$ cat config.mk
export PLATFORM = sky130hd
export DESIGN_NAME = float32_multiply_truncating_flush
export DESIGN_NICKNAME = d
export VERILOG_FILES = /design/src/hw/rtl/fmtf_pkg.sv /design/src/hw/rtl/float32_multiply_truncating_flush.sv
export SDC_FILE = /design/constraint.sdc
export NUM_CORES = 1
export LEC_CHECK = 0
export ABC_AREA = 1
export BUFFER_PORTS_ARGS = -buffer_cell sky130_fd_sc_hd__buf_2
export CORE_MARGIN = 2
export CORE_UTILIZATION = 54
export CTS_BUF_LIST = sky130_fd_sc_hd__clkbuf_8
export CTS_CLUSTER_SIZE = 24
export DETAILED_ROUTE_END_ITERATION = 8
export PLACE_DENSITY = 0.73
export SLEW_MARGIN = 25
export SYNTH_ARGS = -nofsm -noshare
export SYNTH_HDL_FRONTEND = slang
export SYNTH_SLANG_ARGS = --single-unit
$ cat constraint.sdc
create_clock -name clk -period 14.2 [get_ports clk]
set_clock_uncertainty 0.1 [all_clocks]
set_input_delay 2.13 -clock clk [delete_from_list [all_inputs] [get_ports clk]]
set_output_delay 2.13 -clock clk [all_outputs]
set_load 0.02 [all_outputs]
$ cat src/hw/rtl/fmtf_pkg.sv
// Package for the truncating single-precision multiplier.
// Holds the float field widths and the fixed result encodings; no dependencies.
package fmtf_pkg;
    localparam int EXP_W  = 8;
    localparam int FRAC_W = 23;
    localparam int SIG_W  = FRAC_W + 1;
    localparam int PROD_W = 2 * SIG_W;
    localparam logic [31:0] NAN_OUT = 32'h7fff_ffff;
    localparam logic [31:0] INF_OUT = 32'h7f80_0000;
    localparam logic [EXP_W-1:0] EXP_ALL_ONES = 8'hff;
    localparam logic [EXP_W-1:0] EXP_MAX_FINITE = 8'hfe;
    localparam logic [FRAC_W-1:0] FRAC_MASK = 23'h7f_ffff;
    localparam logic [9:0] EXP_BIAS = 10'd127;
endpackage

$ cat src/hw/rtl/float32_multiply_truncating_flush.sv
// Top level of the truncating single-precision multiplier.
// Depends on fmtf_pkg for widths and special encodings.

// One product per cycle while the output is not stalled: operands are
// registered on acceptance, then the 24x24 significand multiply, one-place
// normalize and special-case select feed the result register, which drives
// m_tdata (two register stages), and a new transaction is taken every cycle
// unless a stalled output holds both registers full. NaN gives 0x7fffffff, any zero
// exponent gives +0, infinity gives +inf; no rounding, denormals flushed.
module float32_multiply_truncating_flush
    import fmtf_pkg::*;
(
    input  logic        clk,
    input  logic        rst_n,
    input  logic        s_tvalid,
    output logic        s_tready,
    input  logic [63:0] s_tdata,   // [31:0] operand_a, [63:32] operand_b
    output logic        m_tvalid,
    input  logic        m_tready,
    output logic [31:0] m_tdata    // [31:0] product
);
    logic        in_vld_reg;
    logic [31:0] a_reg, b_reg;
    logic        out_vld_reg;
    logic [31:0] out_reg;
    logic        adv_out, adv_in;

    assign adv_out  = !out_vld_reg || m_tready;
    assign adv_in   = !in_vld_reg || adv_out;
    assign s_tready = adv_in;
    assign m_tvalid = out_vld_reg;
    assign m_tdata  = out_reg;

    // operand register
    always_ff @(posedge clk or negedge rst_n)
    begin
        if (!rst_n)
            in_vld_reg <= 1'b0;
        else if (adv_in)
            in_vld_reg <= s_tvalid;
    end

    always_ff @(posedge clk)
    begin
        if (adv_in && s_tvalid)
        begin
            a_reg <= s_tdata[31:0];
            b_reg <= s_tdata[63:32];
        end
    end

    // multiply and normalize
    logic [EXP_W-1:0]  ea, eb;
    logic [SIG_W-1:0]  fa, fb;
    logic [PROD_W-1:0] prod;
    logic [SIG_W:0]    top;
    logic [SIG_W-1:0]  sig;
    logic [9:0]        e;
    logic              sgn, nan_a, nan_b;
    logic [31:0]       out_next;

    always_comb
    begin
        ea    = a_reg[30:23];
        eb    = b_reg[30:23];
        fa    = {1'b1, a_reg[FRAC_W-1:0]};
        fb    = {1'b1, b_reg[FRAC_W-1:0]};
        sgn   = a_reg[31] ^ b_reg[31];
        prod  = PROD_W'(fa) * PROD_W'(fb);
        top   = prod[PROD_W-1:FRAC_W];
        e     = {2'b00, ea} + {2'b00, eb} - EXP_BIAS;
        sig   = top[SIG_W-1:0];
        if (top[SIG_W])
        begin
            sig = top[SIG_W:1];
            e   = e + 10'd1;
        end
        nan_a = (ea == EXP_ALL_ONES) && (a_reg[FRAC_W-1:0] != '0);
        nan_b = (eb == EXP_ALL_ONES) && (b_reg[FRAC_W-1:0] != '0);
        if (nan_a || nan_b)
            out_next = NAN_OUT;
        else if (ea == '0 || eb == '0)
            out_next = '0;
        else if (ea == EXP_ALL_ONES || eb == EXP_ALL_ONES)
            out_next = INF_OUT;
        else if (e[9] || e == '0)
            out_next = {sgn, 31'd0};
        else if (e >= 10'd255)
            out_next = {sgn, EXP_MAX_FINITE, FRAC_MASK};
        else
            out_next = {sgn, e[7:0], sig[FRAC_W-1:0]};
    end

    // result register
    always_ff @(posedge clk or negedge rst_n)
    begin
        if (!rst_n)
            out_vld_reg <= 1'b0;
        else if (adv_out)
            out_vld_reg <= in_vld_reg;
    end

    always_ff @(posedge clk)
    begin
        if (adv_out && in_vld_reg)
            out_reg <= out_next;
    end

`ifndef SYNTHESIS
    a_hold: assert property (@(posedge clk) disable iff (!rst_n)
        m_tvalid && !m_tready |=> m_tvalid && $stable(m_tdata))
        else $error("result changed while stalled");
    a_pass: assert property (@(posedge clk) disable iff (!rst_n)
        in_vld_reg && adv_out |=> out_vld_reg)
        else $error("operand lost");
    a_rdy: assert property (@(posedge clk) disable iff (!rst_n)
        !out_vld_reg |-> s_tready)
        else $error("stalled with empty output");
`endif
endmodule

=== Word level (Yosys, flattened, before mapping) ===
Index checks and enable logic that the tools add are counted.

* Flip-flop bits (word level): 98
* Bits of input ports: 68

* Order comparisons: 1
* Add/sub/neg operators: 3
* Bitwise operators: 1
* Muxes and demuxes: 6
* Reductions and logical operators: 18
* Equal/unequal tests: 2
* $mul: 1

{| class="wikitable"
|+ Operators with widths
! cell !! number
|-
| $mux W31 || 4
|-
| $mul A24 B24 Y48 || 1
|-
| $reduce_bool A23 Y1 || 2
|-
| $mux W23 || 1
|-
| $eq A8 B8 Y1 const B || 2
|-
| $logic_not A8 Y1 || 2
|-
| $add A10 B1 Y10 const B || 1
|-
| $ge A10 B8 Y1 const B || 1
|-
| $logic_not A10 Y1 || 1
|-
| $mux W10 || 1
|-
| $sub A9 B7 Y10 const B || 1
|-
| $add A8 B8 Y9 || 1
|-
| $logic_or A1 B1 Y1 || 6
|-
| $logic_and A1 B1 Y1 || 4
|-
| $reduce_or A3 Y1 || 1
|-
| $logic_not A1 Y1 || 2
|-
| $xor A1 B1 Y1 || 1
|}

=== Longest topological paths before layout ===
Gate-level depths: netlist (run 1).

* Word-level depth: 9
* Depth in mapped cells: 42

=== Least setup slack after synthesis (run 1) ===
No wires, ideal clock.

* Path type: register to register
* Start: register b_reg[3]
* End: register out_reg[22] (netlist: m_tdata[22]), data pin
* Setup time: 0.264 ns
* Period minus slack after synthesis: 7.029 ns
* Arrival: 6.664 ns
* Cell stages (with the launch flop): 38
* Required time: 13.836 ns
* Slack: 7.171 ns
* Cell sequence: edfxtp_1 > clkbuf_1 > clkbuf_1 > nand2_1 > fa_1 > inv_1 > fa_1 > inv_1 > fa_1 > inv_1 > fa_1 > inv_1 > fa_1 > inv_1 > fa_1 > inv_1 > fa_1 > inv_1 > [... 2 more ...] > inv_2 > nand2_1 > nor2_1 > nand2_1 > nor2_2 > nand2_2 > nand3_2 > nand2_2 > nand2_4 > buf_8 > nor2_1 > o21bai_4 > nor2_4 > buf_6 > buf_6 > nand4_1 > nand3_1 > nand2_1

* Longest elaborated chain between the ends: 7
* Elaborated cells between the ends (all ways): 13
* Those cells by class: mul: 1; order compare: 1; mux: 6; reduce/logical: 5

{| class="wikitable"
|+ Ends and longest elaborated chain
! item !! RTL line !! source
|-
| start: declaration || float32_multiply_truncating_flush.sv:23 || <nowiki>logic [31:0] a_reg, b_reg;</nowiki>
|-
| start signal: assignment || float32_multiply_truncating_flush.sv:48 || <nowiki>b_reg <= s_tdata[63:32];</nowiki>
|-
| $mul A24 B24 Y48 || float32_multiply_truncating_flush.sv:69 || <nowiki>prod = PROD_W'(fa) * PROD_W'(fb);</nowiki>
|-
| $mux W10 || float32_multiply_truncating_flush.sv:73 || <nowiki>if (top[SIG_W])</nowiki>
|-
| $ge A10 B8 Y1 / $logic_not A10 Y1 (equally long branches) || float32_multiply_truncating_flush.sv:88, float32_multiply_truncating_flush.sv:86 ||
|-
| $mux W31 / $logic_or A1 B1 Y1 (equally long branches) || float32_multiply_truncating_flush.sv:88, float32_multiply_truncating_flush.sv:86 ||
|-
| $mux W31 || float32_multiply_truncating_flush.sv:86 || <nowiki>else if (e[9] || e == '0)</nowiki>
|-
| $mux W31 || float32_multiply_truncating_flush.sv:84 || <nowiki>else if (ea == EXP_ALL_ONES || eb == EXP_ALL_ONES)</nowiki>
|-
| $mux W31 || float32_multiply_truncating_flush.sv:82 || <nowiki>else if (ea == '0 || eb == '0)</nowiki>
|-
| end signal: assignment || float32_multiply_truncating_flush.sv:106 || <nowiki>out_reg <= out_next;</nowiki>
|-
| end: declaration || float32_multiply_truncating_flush.sv:25 || <nowiki>logic [31:0] out_reg;</nowiki>
|}

Several ways; a longest one is shown, not always the timed one.
A chain may end at the register's enable or synchronous reset.

=== Final worst setup path (run 1) ===
* Start: register b_reg[5]
* End: register out_reg[23] (netlist: m_tdata[23]), data pin

The elaborated chain is that of the path after synthesis.

==> results.ini, run 1 <==
[layout]
final_common_cell=inv_1
nets=3817
syn2layout_area_growth_pct=5.44
drive_gt1_share_pct=6.84
layout_common_cells=inv_1, nand2_1, fa_1, ha_1, buf_2
diodes=0

[placement]
post-dp-hpwl_um=49800
port_buffers=101
routabilityCongestion=0.928

[global_routing]
grt_max_degree=41
antenna_found_initial=0
grtUsageTotal_pct=28.4
overflow=0
grt_pass1_wl_um=105000
grt_pass1_vias=20800

[sta]
setup-tns-final_ns=0
worst_pin_slew_ns=1.16
period_needed_ns=8.74
relSlewSlack_pct=22.4
max_freq_mhz=114
period_share_pct=61.6
maxSlewViolCount=0
rsz0062_at_grt=no
setup_viol=0
finalHoldViolCount=0

[routing]
met3_length_um=4980
vias=19200
wl_um=62000
first_pass_iters=7
routedLengthMet1_um=25100
routedWlPerCell_um=16.8
route.met2.wl_um=29700
ant_nets=0
dr.max_layer_used=met4
drt-initial-drc-count=1339
viasPerCell=5.21
drc_errors=0

[clock_tree]
cts_tree=yes
clock_tree.root_cell=clkbuf_8
cts.path.max_buffers=2
htreeDepth=3
cts_buffers=9
post_cts_resize_count=0
postCtsHoldBufs=0
clk_pin_slew_worst_paths_ns=0.09
clkLatencyLatePin_ns=0.45
cts_setup_buffers=0
cts_sinks=98

[setup_path]
r2r_end=m_tdata[23]
cp_top_family=adder cells
worst_ep_arrival_time_ns=8.80
cp.depth=36
start_kind=flip-flop
r2r-start=b_reg[5]
cp-end-kind=flip-flop
reg2regPathDepth=36
crit_fanout=30
cp.required_ns=14.26
crit_type=flip-flop to flip-flop
cp_num_buf_inv=8
crit_slowest_cell=edfxtp_1
r2r_slack_ns=5.46
cpPeakStageDelay_ns=1.11
cpMostUsedCell=nand2_1

[yosys]
synth_cell_types=44
avgSynthCellArea_um2=7.98
syn_nets=3781
synth_top_area_share_pct=39.7
syn_inst=3046
netlist_area_um2=24300
yosys_warnings=0
ys_seq_area_share_pct=12.1
yosysTopAreaCell=fa_1
synth_area_leaders=fa_1, inv_1, nand2_1
synth-seq-cells=98

[worst_hold_path]
hold_end=m_tvalid
whs_path_depth=2
hp-class=flip-flop to flip-flop
min_from=in_vld_reg

[status]
outcome=finished clean

[floorplan]
rows=77
dieHeight_um=216
die_area_um2=46700
design.core.area_um2=44300
dieWidth_um=216
initial_utilization_pct=54.9
num_io_pins=102

[run]
drv_cap=0

==> synth_stat cells, drive strengths merged <==
cell    count
nand4      25
o221ai      1
nand2     853
a21boi      1
a31oi       7
nand3      71
and2        1
a21o        9
o31ai       1
inv       917
a31o        1
a21oi      53
or2         2
xor2       19
ha        185
and3        2
o211ai      4
o21a        7
a211oi      1
o21bai      9
o21ai      32
xnor2      12
nor4       17
edfxtp     96
buf        12
nor2       98
clkbuf    109
fa        482
nand3b      6
dfrtp       2
nor3       10
a22oi       1
==> routing by layer <==
layer	global-route usage (%)	up-vias
met2	47.7	785
li1	-	8796
met5	0	-
met1	36.9	9451
met4	11.3	0
met3	4.87	129
==> worst max-delay path by stage <==
stage,startpoint,end
final,b_reg[5],m_tdata[23]
after global placement,b_reg[9],m_tdata[25]
after floorplan,b_reg[3],m_tdata[22]
after detailed placement,a_reg[15],m_tdata[27]
after CTS,a_reg[15],m_tdata[27]
after global routing,a_reg[13],m_tdata[23]
==> kinds of logic after synthesis <==
group	after synthesis	share of synthesized area (%)
simple gates	1085	18.2
xor+xnor	31	1.12
flops	98	12.1
fa+ha+maj	667	49.2
buf+inv	1038	16.3
compound gates	127	3.11
==> per-stage QoR <==
stage                     instance area [um2]  utilization [%]  hold WS, ns  instances  setup WS, ns
after floorplan                         24300                -        0.347       3046          7.17
after global placement                  25300             57.1        0.373       3655          5.62
after detailed placement                25400             57.2        0.406       3657          5.49
after CTS                               25500             57.6        0.431       3673          5.45
after global routing                    25600             57.8        0.477       3679          4.95
final                                   25600             57.8        0.419       3679          5.46
==> area by class of cell <==
type	instances	area [um2]
multi-input cells	1910	17400
inverters	917	3440
repair buffers	146	903
clock inverters	7	62.6
well taps	592	741
clock buffers	9	124
fillers	3982	18700
flip-flops and latches	98	2930
==> worst min-delay path, cell delays in order (launching register included) <==
cell     delay, ns
dfrtp_1       0.36
inv_1         0.07
nand2_1       0.06
Power of run 1 is not shown: default switching activity piles up to over one toggle a cycle in this logic, so the estimate is an artifact.
==> inputs of run 2 (changes only) <==
--- a/config.mk
+++ b/config.mk
@@ -12,7 +12,7 @@
 export CTS_BUF_LIST = sky130_fd_sc_hd__clkbuf_8
 export CTS_CLUSTER_SIZE = 24
 export DETAILED_ROUTE_END_ITERATION = 8
-export PLACE_DENSITY = 0.73
+export PLACE_DENSITY = 0.76
 export SLEW_MARGIN = 25
 export SYNTH_ARGS = -nofsm -noshare
 export SYNTH_HDL_FRONTEND = slang
==> constraint.sdc (replaced) <==
create_clock -name clk -period 7.45 [get_ports clk]
set_clock_uncertainty 0.1 [all_clocks]
set_input_delay 1.1175 -clock clk [delete_from_list [all_inputs] [get_ports clk]]
set_output_delay 1.1175 -clock clk [all_outputs]
set_load 0.02 [all_outputs]
==> run 2 against run 1 <==
  * Critical path depth unchanged
  * Global-route usage up 0.74 points
  * Hold slack worse by 0.072 ns
  * Non-clock buffer count up 159
  * Fmax up 17%
  * Wire length up 8.1%
  * Critical endpoint unchanged
  * Highest routed layer unchanged
==> results.ini, run 2 (same netlist as run 1, synthesis figures left out) <==
[floorplan]
dieWidth_um=216
num_io_pins=102
die_area_um2=46700
design.core.area_um2=44300
dieHeight_um=216
initial_utilization_pct=54.9
rows=77

[global_routing]
grt_use_met1_pct=35.8
overflow=0
top_usage_layer=met2
grt_pass1_wl_um=107000
grt_pass1_vias=21600
antenna_found_initial=1
met3_usage_pct=6.46
met2_usage_pct=50.0
grtUsageTotal_pct=29.1
grt_max_degree=47

[setup_path]
start_kind=flip-flop
cpMostUsedCell=nand2_1
crit_type=flip-flop to flip-flop
cp.required_ns=7.51
cpPeakStageDelay_ns=0.59
cp_num_buf_inv=9
worst_ep_arrival_time_ns=7.50
cp-end-kind=flip-flop
crit_slowest_cell=fa_2
crit_fanout=6
cp_top_family=adder cells

[sta]
maxSlewViolCount=0
worst_pin_slew_ns=1.09
period_needed_ns=7.44
setup_viol=0
relSlewSlack_pct=26.4
finalHoldViolCount=0
period_share_pct=99.9
max_freq_mhz=134
rsz0062_at_grt=yes

[clock_tree]
cts_sinks=98
clkLatencyLatePin_ns=0.46
clock_tree.root_cell=clkbuf_8
htreeDepth=3
cts.path.max_buffers=2
cts_tree=yes
cts_buffers=9
clk_pin_slew_worst_paths_ns=0.14
postCtsHoldBufs=0

[layout]
final_util_pct=62.7
final_common_cell=inv_1
fillers=3774
drive_gt1_share_pct=14.4
nets=3980
diodes=0
syn2layout_area_growth_pct=14.3
layout_common_cells=inv_1, nand2_1, fa_1, ha_1, buf_4

[routing]
viasPerCell=5.23
vias=20100
drt-initial-drc-count=1433
routedWlPerCell_um=17.4
drc_errors=0
wl_um=67000
ant_nets=0
first_pass_iters=6

[status]
outcome=finished clean

[placement]
post-dp-hpwl_um=54100
port_buffers=101
routabilityCongestion=0.914

[run]
drv_cap=0

[worst_hold_path]
hp-class=input pin to asynchronous set/reset pin

## run 2: changes by cell type in the layout (fill, tap and decap cells not counted), sizes merged
cell    before  now
buf        146  300
nor2        98   99
nand2      853  855
inv        919  921
clkbuf       9   14
clkinv       3    2
bufinv       1    0
and2         1    2
## run 2: layout make-up
| cell class | instances | area (um2) | share of cell area, % |
|---|---|---|---|
| Sequential cell | 98 | 2930 | 10.5 |
| Timing Repair Buffer | 305 | 2640 | 9.50 |
| Clock inverter | 7 | 60.1 | 0.216 |
| Tap cell | 592 | 741 | 2.66 |
| Clock buffer | 9 | 124 | 0.446 |
| Inverter | 917 | 3440 | 12.4 |
| Multi-Input combinational cell | 1914 | 17900 | 64.2 |
## run 2: worst paths after layout
check | start | end | slack [ns] | cells past startpoint
max in group asynchronous | rst_n | in_vld_reg | 6.81 | 1
worst max-delay path | a_reg[14] | m_tdata[23] | 0.008 | 36
worst max register to register | a_reg[14] | m_tdata[23] | 0.008 | 36
worst min register to register | in_vld_reg | m_tvalid | 0.45 | 2
worst min-delay path | rst_n | m_tvalid | 0.35 | 1
min in group clk | in_vld_reg | m_tvalid | 0.45 | 2
## run 2: timing repair
action,4_1_cts,5_1_grt
resized for setup,5,121
endpoints found under the setup margin,31,31
cloned,2,9
setup buffers,9,27
pin swaps,8,49
## run 2: worst register-to-register path: cells and delay by family (launching register included)
family          cells  cell delay (ns)
simple gates       18             1.80
fa+ha+maj           8             3.82
compound gates      1             0.14
buf+inv             9             0.79
flops               1             0.49
## run 2: stage by stage
step	cell area, um2	hold slack (ns)	cells	setup TNS, ns	worst slack, ns
2_1_floorplan	24300	0.347	3046	0	0.421
3_3_place_gp	26700	0.391	3780	-3.65	-0.188
3_5_place_dp	26700	0.427	3780	-8.04	-0.369
4_1_cts	27000	0.322	3807	0	0.00410
5_1_grt	27800	0.334	3842	-4.72	-0.229
6_report	27800	0.347	3842	0	0.00816
## run 2: per-layer routing
metal	vias to the layer above	part of all wire, %
li1	9135	-
met1	9885	38
met2	895	49
met3	185	9.1
met4	0	4.3
met5	-	0
Power of run 2 is left out for the same reason.
==> inputs of run 3 (changes only) <==
--- a/config.mk
+++ b/config.mk
@@ -5,14 +5,15 @@
 export SDC_FILE = /design/constraint.sdc
 export NUM_CORES = 1
 export LEC_CHECK = 0
-export ABC_AREA = 1
 export BUFFER_PORTS_ARGS = -buffer_cell sky130_fd_sc_hd__buf_2
+export CELL_PAD_IN_SITES_DETAIL_PLACEMENT = 1
+export CELL_PAD_IN_SITES_GLOBAL_PLACEMENT = 2
 export CORE_MARGIN = 2
-export CORE_UTILIZATION = 54
+export CORE_UTILIZATION = 38
 export CTS_BUF_LIST = sky130_fd_sc_hd__clkbuf_8
 export CTS_CLUSTER_SIZE = 24
 export DETAILED_ROUTE_END_ITERATION = 8
-export PLACE_DENSITY = 0.76
+export PLACE_DENSITY = 0.82
 export SLEW_MARGIN = 25
 export SYNTH_ARGS = -nofsm -noshare
 export SYNTH_HDL_FRONTEND = slang
==> run 3 against run 2 <==
  * The flow now finishes with violations (setup timing)
  * Via count shrank 7.2%
  * Critical path type unchanged
  * Utilization shrank 15 points
  * Final cell count shrank 5.3%
  * First-iteration DRC count shrank 26%
  * Sequential share of layout area shrank 0.34 points
==> results.ini, run 3 <==
[status]
outcome=finished, violations left
violations=setup timing

[setup_path]
cp.required_ns=7.53
worst_ep_arrival_time_ns=8.22
cp-end-kind=flip-flop
crit_slowest_cell=fa_1
crit_type=flip-flop to flip-flop
cpPeakStageDelay_ns=0.59
start_kind=flip-flop
r2r_end=m_tdata[15]
reg2regPathDepth=30
r2r-start=a_reg[8]
r2r_slack_ns=-0.69
crit_fanout=14

[yosys]
synth_cell_types=82
synth-seq-cells=98
netlist_area_um2=23300
synth_top_area_share_pct=41.4
yosysTopAreaCell=fa_1
async_flop_share_pct=2.04
synth_ff_type=edfxtp_1
syn_inst=2467
synth_area_leaders=fa_1, edfxtp_1, ha_1
synth_common_cells=inv_1, fa_1, nand2_1
avgSynthCellArea_um2=9.45
ys_seq_area_share_pct=12.6
yosys_warnings=0
synth_most_common_cell=inv_1
syn_nets=3202
synth_enable_flop_cells=96

[floorplan]
initial_utilization_pct=38.6
dieWidth_um=252
rows=90
num_io_pins=102
design.core.area_um2=60500
dieHeight_um=252
die_area_um2=63300

[sta]
relSlewSlack_pct=45.1
period_share_pct=109
finalHoldViolCount=0
rsz0062_at_grt=yes
setup_ws_ns=-0.687
setup_viol=31
worst_pin_slew_ns=0.814
period_needed_ns=8.14
max_freq_mhz=123
setup-tns-final_ns=-19.57
maxSlewViolCount=0

[clock_tree]
cts.path.max_buffers=2
postCtsHoldBufs=0
htreeDepth=3
cts_buffers=9
clock_tree.root_cell=clkbuf_8
cts_tree=yes
cts_sinks=98
clkLatencyLatePin_ns=0.49
clk_pin_slew_worst_paths_ns=0.17

[worst_hold_path]
hp-class=input pin to asynchronous set/reset pin

[layout]
fillers=6816
layout_common_cells=inv_1, fa_1, nand2_1, buf_4, and2_1
nets=3586
syn2layout_area_growth_pct=23.2
drive_gt1_share_pct=22.5
final_common_cell=inv_1

[routing]
routedWlPerCell_um=21.9
wl_um=79600
first_pass_iters=5
vias=18700
drc_errors=0
ant_nets=0
drt-initial-drc-count=1057
viasPerCell=5.13

[global_routing]
grt_pass1_vias=21700
antenna_found_initial=2
overflow=0
grtUsageTotal_pct=26.0
grt_pass1_wl_um=125000
grt_max_degree=65

[placement]
post-dp-hpwl_um=66600
routabilityCongestion=0.915
port_buffers=101

[run]
drv_cap=0

-- run 3: layer usage --
| layer | routed length [um] | share of wire (%) | GRT usage [%] |
|---|---|---|---|
| met2 | 38300 | 48 | 43.5 |
| met3 | 4820 | 6.1 | 4.65 |
| met1 | 33600 | 42 | 34.0 |
| met5 | 0 | 0 | 0 |
| met4 | 2860 | 3.6 | 9.22 |
-- run 3: repair_timing --
| action | 4_1_cts | 5_1_grt |
|---|---|---|
| setup buffers | 33 | 15 |
| setup endpoints to repair | 31 | 31 |
| pin swaps | 27 | 41 |
| gates cloned | 3 | 3 |
| resized for setup | 61 | 59 |
-- run 3: cell type report --
cell class / count / area [um2] / area share, %
inverter: 577 / 2170 / 7.56
multi-input combinational: 1680 / 18300 / 63.6
antenna: 1 / 2.50 / 0.00871
clock buffer: 9 / 124 / 0.431
clock inverter: 7 / 78.8 / 0.274
tap: 782 / 978 / 3.41
sequential: 98 / 2930 / 10.2
timing repair buffer: 485 / 4160 / 14.5
-- run 3: cells by family (layout without fill, tap and decap cells) --
family	count (synthesis)	in the layout	share of synthesized area (%)
simple gates	745	745	15.8
buf+inv	689	1078	11.4
fa+ha+maj	667	667	51.3
compound gates	225	225	7.33
flops	98	98	12.6
xor+xnor	38	38	1.43
mux	5	5	0.215
other cells	0	1	0
-- run 3: worst max-delay path by stage --
| stage | end | startpoint |
|---|---|---|
| floorplan | m_tdata[23] | a_reg[20] |
| global placement | m_tdata[21] | b_reg[8] |
| detailed placement | m_tdata[21] | b_reg[1] |
| CTS | m_tdata[2] | a_reg[11] |
| global route | m_tdata[20] | a_reg[10] |
| finish | m_tdata[15] | a_reg[8] |
-- run 3: stage by stage --
step                      cell area, um2  std cells  hold slack [ns]  utilization, %  setup WS, ns
after floorplan                    23600       2467            0.349               -       -0.0761
after global placement             27500       3569            0.364            45.5        -0.554
after detailed placement           27500       3569            0.429            45.5        -0.635
after CTS                          28300       3619            0.303            46.7        -0.569
after global routing               28700       3638            0.324            47.5        -0.879
final                              28700       3639            0.334            47.5        -0.687
-- run 3: worst max-delay path: cells and delay by family, from the launching register on --
family | cells | cell delay [ns]
adders and majority gates | 8 | 3.88
xor gates and xnor gates | 1 | 0.10
buffers and inverters | 11 | 1.17
and+or+nand+nor | 6 | 1.47
DFF | 1 | 0.39
AOI/OAI and AO/OA | 4 | 0.69
Power of run 3 is left out for the same reason.
